**src/sv/tmdc_pkg.sv**
```systemverilog
// shared constants and types for the trimmed mean dust concentration block
// no dependencies
`timescale 1ns / 1ps
`default_nettype none
package tmdc_pkg;

    localparam int SAMPLE_COUNT = 20;
    localparam int DATA_W       = 12;
    localparam int IDX_W        = $clog2(SAMPLE_COUNT);
    localparam int SUM_W        = DATA_W + $clog2(SAMPLE_COUNT);
    localparam int PROD_W       = 2 * DATA_W;

    // divide by the group size less two as multiply by a rounded-up reciprocal
    localparam int DIVISOR     = SAMPLE_COUNT - 2;
    localparam int RECIP_SHIFT = SUM_W + $clog2(DIVISOR);
    localparam int RECIP_W     = SUM_W + 1;
    localparam int QPROD_W     = SUM_W + RECIP_W;

    localparam logic [DATA_W-1:0]  GAIN_RESET = DATA_W'(429);
    localparam logic [DATA_W-1:0]  MIN_RESET  = {DATA_W{1'b1}};
    localparam logic [IDX_W-1:0]   LAST_IDX   = IDX_W'(SAMPLE_COUNT - 1);
    localparam logic [RECIP_W-1:0] RECIP_MULT =
        RECIP_W'(((2 ** RECIP_SHIFT) + DIVISOR - 1) / DIVISOR);
    localparam int                 Q_DEPTH    = 2;
    localparam int                 QP_W       = $clog2(Q_DEPTH);

    typedef struct packed {
        logic             valid;
        logic [SUM_W-1:0] tsum;
    } t_qpush;

endpackage
`default_nettype wire

```
**src/sv/tmdc_front.sv**
```systemverilog
// front part: accepts samples, keeps running sum, minimum and maximum
// uses tmdc_pkg; pushes the trimmed sum of each group into tmdc_queue
`timescale 1ns / 1ps
`default_nettype none
module tmdc_front
    import tmdc_pkg::*;
(
    input  wire logic              i_clk,
    input  wire logic              i_rst_n,
    input  wire logic              i_valid,
    output logic                   o_ready,
    input  wire logic [DATA_W-1:0] i_sample,
    input  wire logic              i_q_full,
    output t_qpush                 o_push
);

    logic [IDX_W-1:0]  r_idx;
    logic [SUM_W-1:0]  r_sum;
    logic [DATA_W-1:0] r_min;
    logic [DATA_W-1:0] r_max;

    logic [SUM_W-1:0]  n_sum;
    logic [DATA_W-1:0] n_min;
    logic [DATA_W-1:0] n_max;
    logic              w_xfer;
    logic              w_last;

    assign o_ready = !i_q_full;
    assign w_xfer  = i_valid && o_ready;
    assign w_last  = (r_idx == LAST_IDX);

    always_comb begin
        n_sum = r_sum + SUM_W'(i_sample);
        n_min = (i_sample < r_min) ? i_sample : r_min;
        n_max = (i_sample > r_max) ? i_sample : r_max;
    end

    assign o_push.valid = w_xfer && w_last;
    assign o_push.tsum  = n_sum - SUM_W'(n_min) - SUM_W'(n_max);

    always_ff @(posedge i_clk) begin
        if (!i_rst_n) begin
            r_idx <= '0;
            r_sum <= '0;
            r_min <= MIN_RESET;
            r_max <= '0;
        end else if (w_xfer) begin
            if (w_last) begin
                r_idx <= '0;
                r_sum <= '0;
                r_min <= MIN_RESET;
                r_max <= '0;
            end else begin
                r_idx <= r_idx + 1'b1;
                r_sum <= n_sum;
                r_min <= n_min;
                r_max <= n_max;
            end
        end
    end

endmodule
`default_nettype wire

```
**src/sv/tmdc_queue.sv**
```systemverilog
// two-entry queue of trimmed group sums between front and back parts
// uses tmdc_pkg
`timescale 1ns / 1ps
`default_nettype none
module tmdc_queue
    import tmdc_pkg::*;
(
    input  wire logic             i_clk,
    input  wire logic             i_rst_n,
    input  wire t_qpush           i_push,
    input  wire logic             i_pop,
    output logic                  o_full,
    output logic                  o_empty,
    output logic [SUM_W-1:0]      o_data
);

    logic [SUM_W-1:0] r_mem [Q_DEPTH];
    logic [QP_W-1:0]  r_wr_ptr;
    logic [QP_W-1:0]  r_rd_ptr;
    logic [QP_W:0]    r_count;
    logic             w_wr;
    logic             w_rd;

    assign o_full  = (r_count == (QP_W + 1)'(Q_DEPTH));
    assign o_empty = (r_count == '0);
    assign o_data  = r_mem[r_rd_ptr];
    assign w_wr    = i_push.valid && !o_full;
    assign w_rd    = i_pop && !o_empty;

    always_ff @(posedge i_clk) begin
        if (w_wr) begin
            r_mem[r_wr_ptr] <= i_push.tsum;
        end
    end

    always_ff @(posedge i_clk) begin
        if (!i_rst_n) begin
            r_wr_ptr <= '0;
            r_rd_ptr <= '0;
            r_count  <= '0;
        end else begin
            if (w_wr) begin
                r_wr_ptr <= r_wr_ptr + 1'b1;
            end
            if (w_rd) begin
                r_rd_ptr <= r_rd_ptr + 1'b1;
            end
            case ({w_wr, w_rd})
                2'b10:   r_count <= r_count + 1'b1;
                2'b01:   r_count <= r_count - 1'b1;
                default: r_count <= r_count;
            endcase
        end
    end

endmodule
`default_nettype wire

```
**src/sv/tmdc_back.sv**
```systemverilog
// back part: divides the trimmed sum by the group size less two with a reciprocal
// multiply, scales by gain and holds the result; uses tmdc_pkg
`timescale 1ns / 1ps
`default_nettype none
module tmdc_back
    import tmdc_pkg::*;
(
    input  wire logic              i_clk,
    input  wire logic              i_rst_n,
    input  wire logic              i_q_empty,
    input  wire logic [SUM_W-1:0]  i_q_data,
    output logic                   o_pop,
    input  wire logic [DATA_W-1:0] i_gain,
    output logic                   o_valid,
    input  wire logic              i_ready,
    output logic [DATA_W-1:0]      o_trimmed_average,
    output logic [DATA_W-1:0]      o_concentration
);

    typedef enum logic [1:0] {
        S_IDLE,
        S_DIV,
        S_MUL,
        S_HOLD
    } t_state;

    t_state             r_state;
    logic [SUM_W-1:0]   r_rem;
    logic [DATA_W-1:0]  r_quo;
    logic [QPROD_W-1:0] w_qprod;
    logic [PROD_W-1:0]  w_prod;

    assign o_pop   = (r_state == S_IDLE) && !i_q_empty;
    assign w_qprod = QPROD_W'(r_rem) * QPROD_W'(RECIP_MULT);
    assign w_prod  = PROD_W'(r_quo) * PROD_W'(i_gain);

    always_ff @(posedge i_clk) begin
        if (!i_rst_n) begin
            r_state <= S_IDLE;
            o_valid <= 1'b0;
        end else begin
            case (r_state)
                S_IDLE: begin
                    if (!i_q_empty) begin
                        r_rem   <= i_q_data;
                        r_state <= S_DIV;
                    end
                end
                S_DIV: begin
                    r_quo   <= w_qprod[RECIP_SHIFT +: DATA_W];
                    r_state <= S_MUL;
                end
                S_MUL: begin
                    o_trimmed_average <= r_quo;
                    o_concentration   <= w_prod[PROD_W-1:DATA_W];
                    o_valid           <= 1'b1;
                    r_state           <= S_HOLD;
                end
                S_HOLD: begin
                    if (i_ready) begin
                        o_valid <= 1'b0;
                        r_state <= S_IDLE;
                    end
                end
                default: begin
                    o_valid <= 1'b0;
                    r_state <= S_IDLE;
                end
            endcase
        end
    end

endmodule
`default_nettype wire

```
**src/sv/trimmed_mean_dust_concentration_top.sv**
```systemverilog
// top level: trimmed mean of each group of samples and dust concentration
// after the transfer of a group's last sample, its trimmed sum passes the queue, r_rem and r_quo before o_valid
// throughput: one sample per cycle while the queue is not full; each group result passes the back part's
// reciprocal multiply, gain multiply and output hold, and the two-entry queue absorbs stalls
// reset: synchronous active low, clears counters, queue, output valid; gain to 429
// uses tmdc_pkg, tmdc_front, tmdc_queue, tmdc_back
`timescale 1ns / 1ps
`default_nettype none
module trimmed_mean_dust_concentration_top
    import tmdc_pkg::*;
(
    input  wire logic              i_clk,
    input  wire logic              i_rst_n,
    input  wire logic              i_cfg_we,
    input  wire logic [DATA_W-1:0] i_cfg_wdata,
    input  wire logic              i_valid,
    output logic                   o_ready,
    input  wire logic [DATA_W-1:0] i_sample,
    output logic                   o_valid,
    input  wire logic              i_ready,
    output logic [DATA_W-1:0]      o_trimmed_average,
    output logic [DATA_W-1:0]      o_concentration
);

    logic [DATA_W-1:0] r_gain;
    t_qpush            w_push;
    logic              w_q_full;
    logic              w_q_empty;
    logic [SUM_W-1:0]  w_q_data;
    logic              w_pop;

    always_ff @(posedge i_clk) begin
        if (!i_rst_n) begin
            r_gain <= GAIN_RESET;
        end else if (i_cfg_we) begin
            r_gain <= i_cfg_wdata;
        end
    end

    tmdc_front u_front (
        .i_clk    (i_clk),
        .i_rst_n  (i_rst_n),
        .i_valid  (i_valid),
        .o_ready  (o_ready),
        .i_sample (i_sample),
        .i_q_full (w_q_full),
        .o_push   (w_push)
    );

    tmdc_queue u_queue (
        .i_clk   (i_clk),
        .i_rst_n (i_rst_n),
        .i_push  (w_push),
        .i_pop   (w_pop),
        .o_full  (w_q_full),
        .o_empty (w_q_empty),
        .o_data  (w_q_data)
    );

    tmdc_back u_back (
        .i_clk             (i_clk),
        .i_rst_n           (i_rst_n),
        .i_q_empty         (w_q_empty),
        .i_q_data          (w_q_data),
        .o_pop             (w_pop),
        .i_gain            (r_gain),
        .o_valid           (o_valid),
        .i_ready           (i_ready),
        .o_trimmed_average (o_trimmed_average),
        .o_concentration   (o_concentration)
    );

endmodule
`default_nettype wire

```
**config.mk**
```make
export PLATFORM = sky130hd
export DESIGN_NAME = trimmed_mean_dust_concentration_top
export DESIGN_NICKNAME = d
export VERILOG_FILES = /design/src/sv/tmdc_pkg.sv /design/src/sv/tmdc_front.sv /design/src/sv/tmdc_queue.sv /design/src/sv/tmdc_back.sv /design/src/sv/trimmed_mean_dust_concentration_top.sv
export SDC_FILE = /design/constraint.sdc
export NUM_CORES = 1
export LEC_CHECK = 0
export ABC_AREA = 1
export BUFFER_PORTS_ARGS = -buffer_cell sky130_fd_sc_hd__buf_4
export CAP_MARGIN = 15
export CORE_UTILIZATION = 59
export CTS_CLUSTER_DIAMETER = 40
export DETAILED_ROUTE_END_ITERATION = 10
export GPL_TIMING_DRIVEN = 0
export PLACE_DENSITY_LB_ADDON = 0.25
export SYNTH_ARGS = -nofsm -noshare
export SYNTH_HDL_FRONTEND = slang
export SYNTH_SLANG_ARGS = --single-unit
```
**constraint.sdc**
```tcl
create_clock -name i_clk -period 4.3 [get_ports i_clk]
set_input_delay 0.43 -clock i_clk [delete_from_list [all_inputs] [get_ports i_clk]]
set_output_delay 0.43 -clock i_clk [all_outputs]
set_load 0.03 [all_outputs]
```
==> impl_metrics.prom, run 1 <==
# TYPE chip_impl_metric gauge
chip_impl_metric{name="post_synth_inst_count",unit=""} 2184
chip_impl_metric{name="hold_violations",unit=""} 0
chip_impl_metric{name="setup_violations",unit=""} 24
chip_impl_info{name="cts_tree",value="yes"} 1
chip_impl_metric{name="register_area",unit="sq mm"} 0.00393
chip_impl_metric{name="area_delta_synth_final",unit="%"} 21.3
chip_impl_metric{name="slew_at_the_pin_closest_to_its_max_slew_limit",unit="ns"} 1.04
chip_impl_metric{name="postLayoutCellArea",unit="sq mm"} 0.0215
chip_impl_metric{name="grt_max_degree",unit=""} 25
chip_impl_info{name="rsz0062_at_grt",value="yes"} 1
chip_impl_metric{name="antenna_found_initial",unit=""} 0
chip_impl_metric{name="worst_ep_required_time",unit="ns"} 4.50
chip_impl_metric{name="gp_congestion",unit=""} 0.937
chip_impl_metric{name="synth_sequential_area_ratio",unit="%"} 22.1
chip_impl_metric{name="async_flop_share",unit="%"} 0
chip_impl_info{name="cell_accounting_for_the_most_synthesized_area",value="sky130_fd_sc_hd__fa_1"} 1
chip_impl_metric{name="avgSynthCellArea",unit="sq um"} 8.11
chip_impl_metric{name="finalPower",unit="uW"} 14500
chip_impl_metric{name="clock_insertion_delay_at_the_later_pin_of_the_skew_report",unit="ns"} 0.46
chip_impl_info{name="min_path_type",value="in2reg"} 1
chip_impl_metric{name="viasPerCell",unit=""} 5.43
chip_impl_metric{name="htree_levels",unit=""} 4
chip_impl_info{name="worstSetupEndpointType",value="flop"} 1
chip_impl_metric{name="drt_drc_violations_left",unit=""} 0
chip_impl_metric{name="pre_repair_dr_iteration_count",unit=""} 6
chip_impl_metric{name="timing.clock.skew",unit="ns"} 0.0177
chip_impl_metric{name="num-fill-cells",unit=""} 2085
chip_impl_metric{name="routedWlPerCell",unit="um"} 17.1
chip_impl_metric{name="fp.dieW",unit="um"} 175
chip_impl_metric{name="cellPowerDensity",unit="mW/mm^2"} 677
chip_impl_info{name="postSynth.topFlopCell",value="sky130_fd_sc_hd__edfxtp_1"} 1
chip_impl_metric{name="clock_sinks",unit=""} 152
chip_impl_metric{name="numPortBuffers",unit=""} 54
chip_impl_metric{name="layout_worst_path_cycle_share",unit="%"} 116
chip_impl_metric{name="ys.warnings.count",unit=""} 0
chip_impl_metric{name="numPlacedInstances",unit=""} 2631
chip_impl_metric{name="multi_input_area",unit="sq mm"} 0.0129
chip_impl_metric{name="drt_wl_total",unit="mm"} 47.2
chip_impl_metric{name="layout-drive-gt1-share",unit="%"} 21.1
chip_impl_metric{name="period_minus_slack",unit="ns"} 4.98
chip_impl_info{name="cpMaxStageDelayCell",value="sky130_fd_sc_hd__fa_2"} 1
chip_impl_metric{name="postSynthNetCount",unit=""} 2640
chip_impl_info{name="worstSetupStartpointType",value="flop"} 1
chip_impl_metric{name="drtIter0Drc",unit=""} 1070
chip_impl_info{name="criticalPathCategory",value="reg2reg"} 1
chip_impl_metric{name="share_of_the_synthesized_area_in_the_top_cell_type",unit="%"} 21.8
chip_impl_metric{name="floorplan.io_pins",unit=""} 55
chip_impl_metric{name="vias",unit=""} 15000
chip_impl_metric{name="finish.utilization",unit="%"} 72.7
chip_impl_info{name="failed_checks",value="negative setup slack"} 1
chip_impl_metric{name="row_count",unit=""} 63
chip_impl_metric{name="leakage",unit="uW"} 0.0109
chip_impl_info{name="crit_top_cell",value="sky130_fd_sc_hd__fa_1"} 1
chip_impl_metric{name="place_worst_setup_slack",unit="ns"} -0.732
chip_impl_metric{name="grt-ovfl-total",unit=""} 0
chip_impl_info{name="yosys-top-cells-area",value="sky130_fd_sc_hd__fa_1 22%, sky130_fd_sc_hd__ha_1 17%, sky130_fd_sc_hd__edfxtp_1 15%"} 1
chip_impl_metric{name="clk_pin_slew_worst_paths",unit="ns"} 0.07
chip_impl_metric{name="layout.nets",unit=""} 2811
chip_impl_metric{name="critical-path-max-stage-delay",unit="ns"} 0.60
chip_impl_metric{name="slew_headroom",unit="%"} 30.6
chip_impl_metric{name="first_global_vias",unit=""} 15200
chip_impl_metric{name="dieArea",unit="sq mm"} 0.0307
chip_impl_metric{name="placement.cell_area",unit="sq mm"} 0.0190
chip_impl_info{name="ctsRootBufferMaster",value="sky130_fd_sc_hd__clkbuf_16"} 1
chip_impl_metric{name="crit_arrival",unit="ns"} 5.17
chip_impl_metric{name="fin_ws",unit="ns"} -0.676
chip_impl_metric{name="yosys_register_bits",unit=""} 152
chip_impl_metric{name="ant_nets",unit=""} 0
chip_impl_metric{name="n_antenna_cell",unit=""} 0
chip_impl_info{name="final_cell_mix",value="473 x sky130_fd_sc_hd__nand2_1, 463 x sky130_fd_sc_hd__inv_1, 199 x sky130_fd_sc_hd__ha_1, 177 x sky130_fd_sc_hd__fa_1, 130 x sky130_fd_sc_hd__buf_4"} 1
chip_impl_metric{name="global_route.usage.total",unit="%"} 30.8
chip_impl_metric{name="cp_max_fo",unit=""} 4
chip_impl_metric{name="effective_utilization_at_floorplan",unit="%"} 59.9
chip_impl_metric{name="global_route_wire_length_before_repair",unit="mm"} 73.8
chip_impl_metric{name="synth-edff-count",unit=""} 87
chip_impl_metric{name="hpwlAfterDp",unit="mm"} 35.1
chip_impl_metric{name="finalMaxSlewViolations",unit=""} 0
chip_impl_metric{name="finished_layout_cells",unit=""} 2758
chip_impl_metric{name="timing.max_cap.violations",unit=""} 0
chip_impl_info{name="outcome",value="complete, but fails checks"} 1
chip_impl_info{name="timing.critical_path.cells",value="fa_2, ha_1, fa_1, inv_1, fa_1, inv_2, fa_1, inv_2, fa_1, inv_2, ha_4, a21oi_4, o21ai_2, a21oi_2, inv_1, a21oi_1, nand2_1, xor2_1"} 1
chip_impl_metric{name="core_area",unit="sq mm"} 0.0296
chip_impl_metric{name="cts_made_buffers",unit=""} 17
chip_impl_metric{name="clock_buffer_depth",unit=""} 2
chip_impl_metric{name="synth.distinct_cells",unit=""} 47
chip_impl_metric{name="mapped_cell_area",unit="sq mm"} 0.0177
chip_impl_metric{name="highest_attainable_clock_frequency",unit="MHz"} 201
chip_impl_info{name="most_common_cell_after_layout_fill_and_taps_aside",value="sky130_fd_sc_hd__nand2_1"} 1
chip_impl_metric{name="vdd_drop_max",unit="mV"} 0.828
chip_impl_metric{name="die-height",unit="um"} 175
flip-flops by register name, indices dropped and copies added (netlist names):
register	count
u_front.r_max	12
u_queue.r_rd_ptr	1
u_queue.r_wr_ptr	1
u_front.r_min	12
u_back.o_valid	1
u_back.r_quo	12
u_back.o_concentration	12
u_back.r_rem	17
r_gain	12
u_queue.r_count	2
u_back.o_trimmed_average	12
u_front.r_sum	17
u_front.r_idx	5
u_queue.r_mem	34
u_back.r_state	2
synthesized netlist by cell type (13+ instances only):
cell	number
sky130_fd_sc_hd__a21oi_1	126
sky130_fd_sc_hd__and2_1	14
sky130_fd_sc_hd__clkbuf_1	37
sky130_fd_sc_hd__dfxtp_1	65
sky130_fd_sc_hd__edfxtp_1	87
sky130_fd_sc_hd__fa_1	193
sky130_fd_sc_hd__ha_1	234
sky130_fd_sc_hd__inv_1	495
sky130_fd_sc_hd__nand2_1	525
sky130_fd_sc_hd__nand2_2	13
sky130_fd_sc_hd__nand3_1	88
sky130_fd_sc_hd__nor2_1	89
sky130_fd_sc_hd__nor3_1	26
sky130_fd_sc_hd__o21ai_0	42
sky130_fd_sc_hd__xor2_1	32
area by class of cell:
class,count,area share (%)
repair buffers,152,5.81
flip-flops and latches,152,18.3
clock buffers,17,1.98
inverters,505,8.82
multi-input cells,1479,60.1
plain buffers,48,1.91
well taps,390,2.27
clock inverters,15,0.821
worst paths after layout:
check,from,endpoint,slack (ns),cells after the start
min reg2reg,u_front.r_max[4],u_front.r_max[4],0.47,2
max,u_back.r_rem[12],u_back.r_quo[9],-0.68,18
min,i_cfg_wdata[3],r_gain[3],0.19,3
max reg2reg,u_back.r_rem[12],u_back.r_quo[9],-0.68,18
metrics by stage:
stage               TNS [ns]  hold WS [ns]
finish                -13.43         0.192
global route          -16.61         0.204
CTS                   -10.51         0.191
detailed placement    -13.58         0.457
global placement      -12.46         0.454
floorplan              -3.62         0.442
metal layers:
| layer | part of all wire (%) | up-vias | GRT usage, % |
|---|---|---|---|
| li1 | - | 7100 | - |
| met1 | 41 | 7141 | 38.9 |
| met2 | 49 | 578 | 53.0 |
| met3 | 6.1 | 159 | 4.79 |
| met4 | 4.1 | 0 | 12.0 |
| met5 | 0 | - | 0 |
power by group:
group	switching (uW)	internal, uW
combinational	6110	4750
clock	732	831
sequential	81.5	2030
total	6930	7620
cells by family after synthesis:
group | after synthesis | synth area share (%)
simple gates | 789 | 18.7
buf+inv | 553 | 11.8
fa+ha+maj | 427 | 38.4
compound gates | 220 | 6.89
flops | 152 | 22.1
xor+xnor | 43 | 2.13
worst max-delay path: cells and delay by family (launching register included):
family                   cells  cell delay [ns]
AO/OA/AOI/OAI                4             0.53
flip-flops                   1             0.50
AND/OR/NAND/NOR              1             0.10
buffers and inverters        5             0.28
XOR/XNOR                     1             0.15
adder cells (fa/ha/maj)      7             3.15
what timing repair did:
| action | CTS | global route |
|---|---|---|
| setup buffers | 63 | 34 |
| resized for setup | 144 | 146 |
| pin swaps | 65 | 94 |
| endpoints found under the setup margin | 24 | 26 |
| hold buffers | 0 | 0 |
No activity file was read; power rests on OpenSTA's default activity.
==> run 2, diff against run 1 <==
--- a/config.mk
+++ b/config.mk
@@ -8,7 +8,7 @@
 export ABC_AREA = 1
 export BUFFER_PORTS_ARGS = -buffer_cell sky130_fd_sc_hd__buf_4
 export CAP_MARGIN = 15
-export CORE_UTILIZATION = 59
+export CORE_UTILIZATION = 55
 export CTS_CLUSTER_DIAMETER = 40
 export DETAILED_ROUTE_END_ITERATION = 10
 export GPL_TIMING_DRIVEN = 0
==> run 2 against run 1 <==
Effect of this change:
- the run still ends with negative setup slack left
- via count down 2.4%
- sequential power about the same
- critical path depth down 1
- maximum frequency up 1.5%
- die area up 7.2%
- combinational power down 7%
- critical path type unchanged
- highest routed layer unchanged
==> impl_metrics.prom, run 2 (synthesis results as in run 1) <==
# TYPE chip_impl_metric gauge
chip_impl_info{name="top_layer_used",value="met4"} 1
chip_impl_info{name="failed_checks",value="negative setup slack"} 1
chip_impl_info{name="criticalPathCategory",value="reg2reg"} 1
chip_impl_info{name="most_common_cell_after_layout_fill_and_taps_aside",value="sky130_fd_sc_hd__nand2_1"} 1
chip_impl_metric{name="layout.nets",unit=""} 2798
chip_impl_metric{name="worst_ep_required_time",unit="ns"} 4.48
chip_impl_metric{name="power.net_switching",unit="uW"} 6500
chip_impl_info{name="cts_tree",value="yes"} 1
chip_impl_metric{name="numPortBuffers",unit=""} 54
chip_impl_info{name="hold-path-endpoint",value="r_gain[0]"} 1
chip_impl_info{name="rr_endpoint",value="u_back.r_quo[4]"} 1
chip_impl_metric{name="highest_attainable_clock_frequency",unit="MHz"} 204
chip_impl_metric{name="largest_register_ffs",unit=""} 34
chip_impl_metric{name="worst_hold_path.num_cells",unit=""} 3
chip_impl_info{name="rsz0062_at_grt",value="yes"} 1
chip_impl_metric{name="grt-ovfl-total",unit=""} 0
chip_impl_metric{name="finalPower",unit="uW"} 13800
chip_impl_metric{name="first_global_vias",unit=""} 15100
chip_impl_metric{name="vdd_drop_max",unit="mV"} 0.896
chip_impl_metric{name="effective_utilization_at_floorplan",unit="%"} 56.0
chip_impl_metric{name="pre_repair_dr_iteration_count",unit=""} 5
chip_impl_metric{name="global_route_wire_length_before_repair",unit="mm"} 74.1
chip_impl_metric{name="hold_violations",unit=""} 0
chip_impl_metric{name="clk_pin_slew_worst_paths",unit="ns"} 0.06
chip_impl_metric{name="clock_buffer_depth",unit=""} 2
chip_impl_metric{name="wl_met2",unit="mm"} 22.4
chip_impl_metric{name="finish.utilization",unit="%"} 67.1
chip_impl_metric{name="period_minus_slack",unit="ns"} 4.90
chip_impl_metric{name="routedWlPerCell",unit="um"} 16.6
chip_impl_metric{name="internal-power",unit="uW"} 7280
chip_impl_metric{name="drt_wl_total",unit="mm"} 45.7
chip_impl_metric{name="hpwlAfterDp",unit="mm"} 35.5
chip_impl_metric{name="die-height",unit="um"} 181
chip_impl_metric{name="setup_violations",unit=""} 24
chip_impl_metric{name="timing.clock.skew",unit="ns"} 0.0182
chip_impl_info{name="worstSetupEndpointType",value="flop"} 1
chip_impl_info{name="reg_top3",value="u_queue.r_mem x34, u_back.r_rem x17, u_front.r_sum x17"} 1
chip_impl_metric{name="htree_levels",unit=""} 4
chip_impl_metric{name="count_of_hold_fix_buffers_inserted_at_cts",unit=""} 0
chip_impl_metric{name="numPlacedInstances",unit=""} 2642
chip_impl_info{name="timing.critical_path.cells",value="fa_2, fa_2, fa_1, inv_1, fa_1, fa_1, inv_1, fa_2, ha_4, nand2_4, nor2_4, inv_2, nor2_2, nand3_1, or2_0, nand3_1, xor2_1"} 1
chip_impl_metric{name="placement.cell_area",unit="sq mm"} 0.0190
chip_impl_metric{name="clock_insertion_delay_at_the_later_pin_of_the_skew_report",unit="ns"} 0.45
chip_impl_metric{name="timing.max_cap.violations",unit=""} 0
chip_impl_metric{name="drt_drc_violations_left",unit=""} 0
chip_impl_metric{name="vias",unit=""} 14600
chip_impl_metric{name="clock_sinks",unit=""} 152
chip_impl_metric{name="finished_layout_cells",unit=""} 2758
chip_impl_metric{name="seq_power_share",unit="%"} 15.3
chip_impl_metric{name="fp.dieW",unit="um"} 181
chip_impl_info{name="final_cell_mix",value="476 x sky130_fd_sc_hd__nand2_1, 463 x sky130_fd_sc_hd__inv_1, 194 x sky130_fd_sc_hd__ha_1, 180 x sky130_fd_sc_hd__fa_1, 128 x sky130_fd_sc_hd__buf_4"} 1
chip_impl_metric{name="gp_congestion",unit=""} 0.984
chip_impl_metric{name="cellPowerDensity",unit="mW/mm^2"} 649
chip_impl_metric{name="leakage",unit="uW"} 0.0108
chip_impl_metric{name="ant_nets",unit=""} 0
chip_impl_metric{name="timing.reg2reg.setup_slack",unit="ns"} -0.60
chip_impl_metric{name="worst-r2r-cell-count",unit=""} 17
chip_impl_metric{name="cp_max_fo",unit=""} 3
chip_impl_metric{name="area_delta_synth_final",unit="%"} 19.9
chip_impl_metric{name="fin_ws",unit="ns"} -0.603
chip_impl_info{name="hold_path_startpoint",value="i_cfg_wdata[0]"} 1
chip_impl_metric{name="antenna_found_initial",unit=""} 1
chip_impl_metric{name="viasPerCell",unit=""} 5.30
chip_impl_metric{name="power.share.switching",unit="%"} 47.2
chip_impl_metric{name="layout-drive-gt1-share",unit="%"} 19.9
chip_impl_metric{name="global_route.usage.total",unit="%"} 28.6
chip_impl_metric{name="dieArea",unit="sq mm"} 0.0329
chip_impl_metric{name="critical-path-max-stage-delay",unit="ns"} 0.55
chip_impl_info{name="cpMaxStageDelayCell",value="sky130_fd_sc_hd__fa_1"} 1
chip_impl_metric{name="m1_wire_length",unit="mm"} 19.3
chip_impl_metric{name="finalMaxSlewViolations",unit=""} 0
chip_impl_metric{name="cts_made_buffers",unit=""} 17
chip_impl_metric{name="power.share.clock",unit="%"} 11.2
chip_impl_metric{name="drtIter0Drc",unit=""} 1032
chip_impl_metric{name="comb_power_share",unit="%"} 73.5
chip_impl_metric{name="slew_at_the_pin_closest_to_its_max_slew_limit",unit="ns"} 1.13
chip_impl_metric{name="row_count",unit=""} 65
chip_impl_metric{name="layout_worst_path_cycle_share",unit="%"} 114
chip_impl_info{name="outcome",value="complete, but fails checks"} 1
chip_impl_metric{name="floorplan.io_pins",unit=""} 55
chip_impl_info{name="ctsRootBufferMaster",value="sky130_fd_sc_hd__clkbuf_16"} 1
chip_impl_info{name="worstSetupStartpointType",value="flop"} 1
chip_impl_info{name="regMostFlops",value="u_queue.r_mem"} 1
chip_impl_info{name="min_path_type",value="in2reg"} 1
chip_impl_metric{name="grt_max_degree",unit=""} 25
chip_impl_info{name="critical_path.reg2reg.startpoint",value="u_back.r_rem[6]"} 1
chip_impl_metric{name="postLayoutCellArea",unit="sq mm"} 0.0212
chip_impl_metric{name="place_worst_setup_slack",unit="ns"} -0.799
chip_impl_metric{name="crit_arrival",unit="ns"} 5.08
chip_impl_metric{name="wl_met3",unit="mm"} 2.22
chip_impl_metric{name="slew_headroom",unit="%"} 24.4
chip_impl_metric{name="core_area",unit="sq mm"} 0.0316
-- run 2: metrics by stage --
stage	setup TNS, ns	hold slack (ns)
2_1_floorplan	-3.62	0.442
4_1_cts	-9.64	0.204
3_5_place_dp	-14.58	0.457
5_1_grt	-14.99	0.219
6_report	-11.25	0.215
3_3_place_gp	-13.45	0.451
-- run 2: final cells by class --
cell class / count / area, sq um
Antenna cell: 1 / 2.50
Buffer: 48 / 403
Sequential cell: 152 / 3920
Tap cell: 402 / 503
Multi-Input combinational cell: 1479 / 12800
Clock inverter: 12 / 141
Timing Repair Buffer: 139 / 1100
Fill cell: 2451 / 10400
Inverter: 505 / 1900
Clock buffer: 20 / 437
-- run 2: routing by layer --
layer  vias up  global-route usage (%)
met5         -                       0
met4         0                    12.3
met3       122                    4.67
met2       414                    49.5
met1      7010                    35.4
li1       7074                       -
-- run 2: critical path: cells and delay by family (launching register included) --
family                   cells  cell delay [ns]
AND/OR/NAND/NOR              6             0.69
adder cells (fa/ha/maj)      7             3.21
buffers and inverters        3             0.20
flip-flops                   1             0.49
XOR/XNOR                     1             0.08
-- run 2: repair_timing --
action / in CTS / in global routing
pin swaps: 73 / 68
gates resized for setup: 144 / 105
endpoints found under the setup margin: 24 / 28
buffers inserted: 63 / 22
-- run 2: worst max path at each step --
stage	start	cells after the start	slack [ns]	to
finish	u_back.r_rem[6]	17	-0.60	u_back.r_quo[4]
global route	u_back.r_rem[9]	24	-0.78	u_back.r_quo[10]
CTS	u_back.r_rem[6]	17	-0.54	u_back.r_quo[4]
detailed placement	u_back.r_rem[6]	19	-0.80	u_back.r_quo[7]
global placement	u_back.r_rem[8]	15	-0.73	u_back.r_quo[1]
floorplan	u_back.r_rem[6]	18	-0.35	u_back.r_quo[9]
-- run 2: power groups by stage --
stage | registers [uW] | logic [uW] | clock network [uW]
detailed placement | 2140 | 7120 | 0
finish | 2110 | 10100 | 1540
global route | 2120 | 11000 | 1620
floorplan | 2230 | 5320 | 0
CTS | 2110 | 8900 | 1560
global placement | 2130 | 7030 | 0
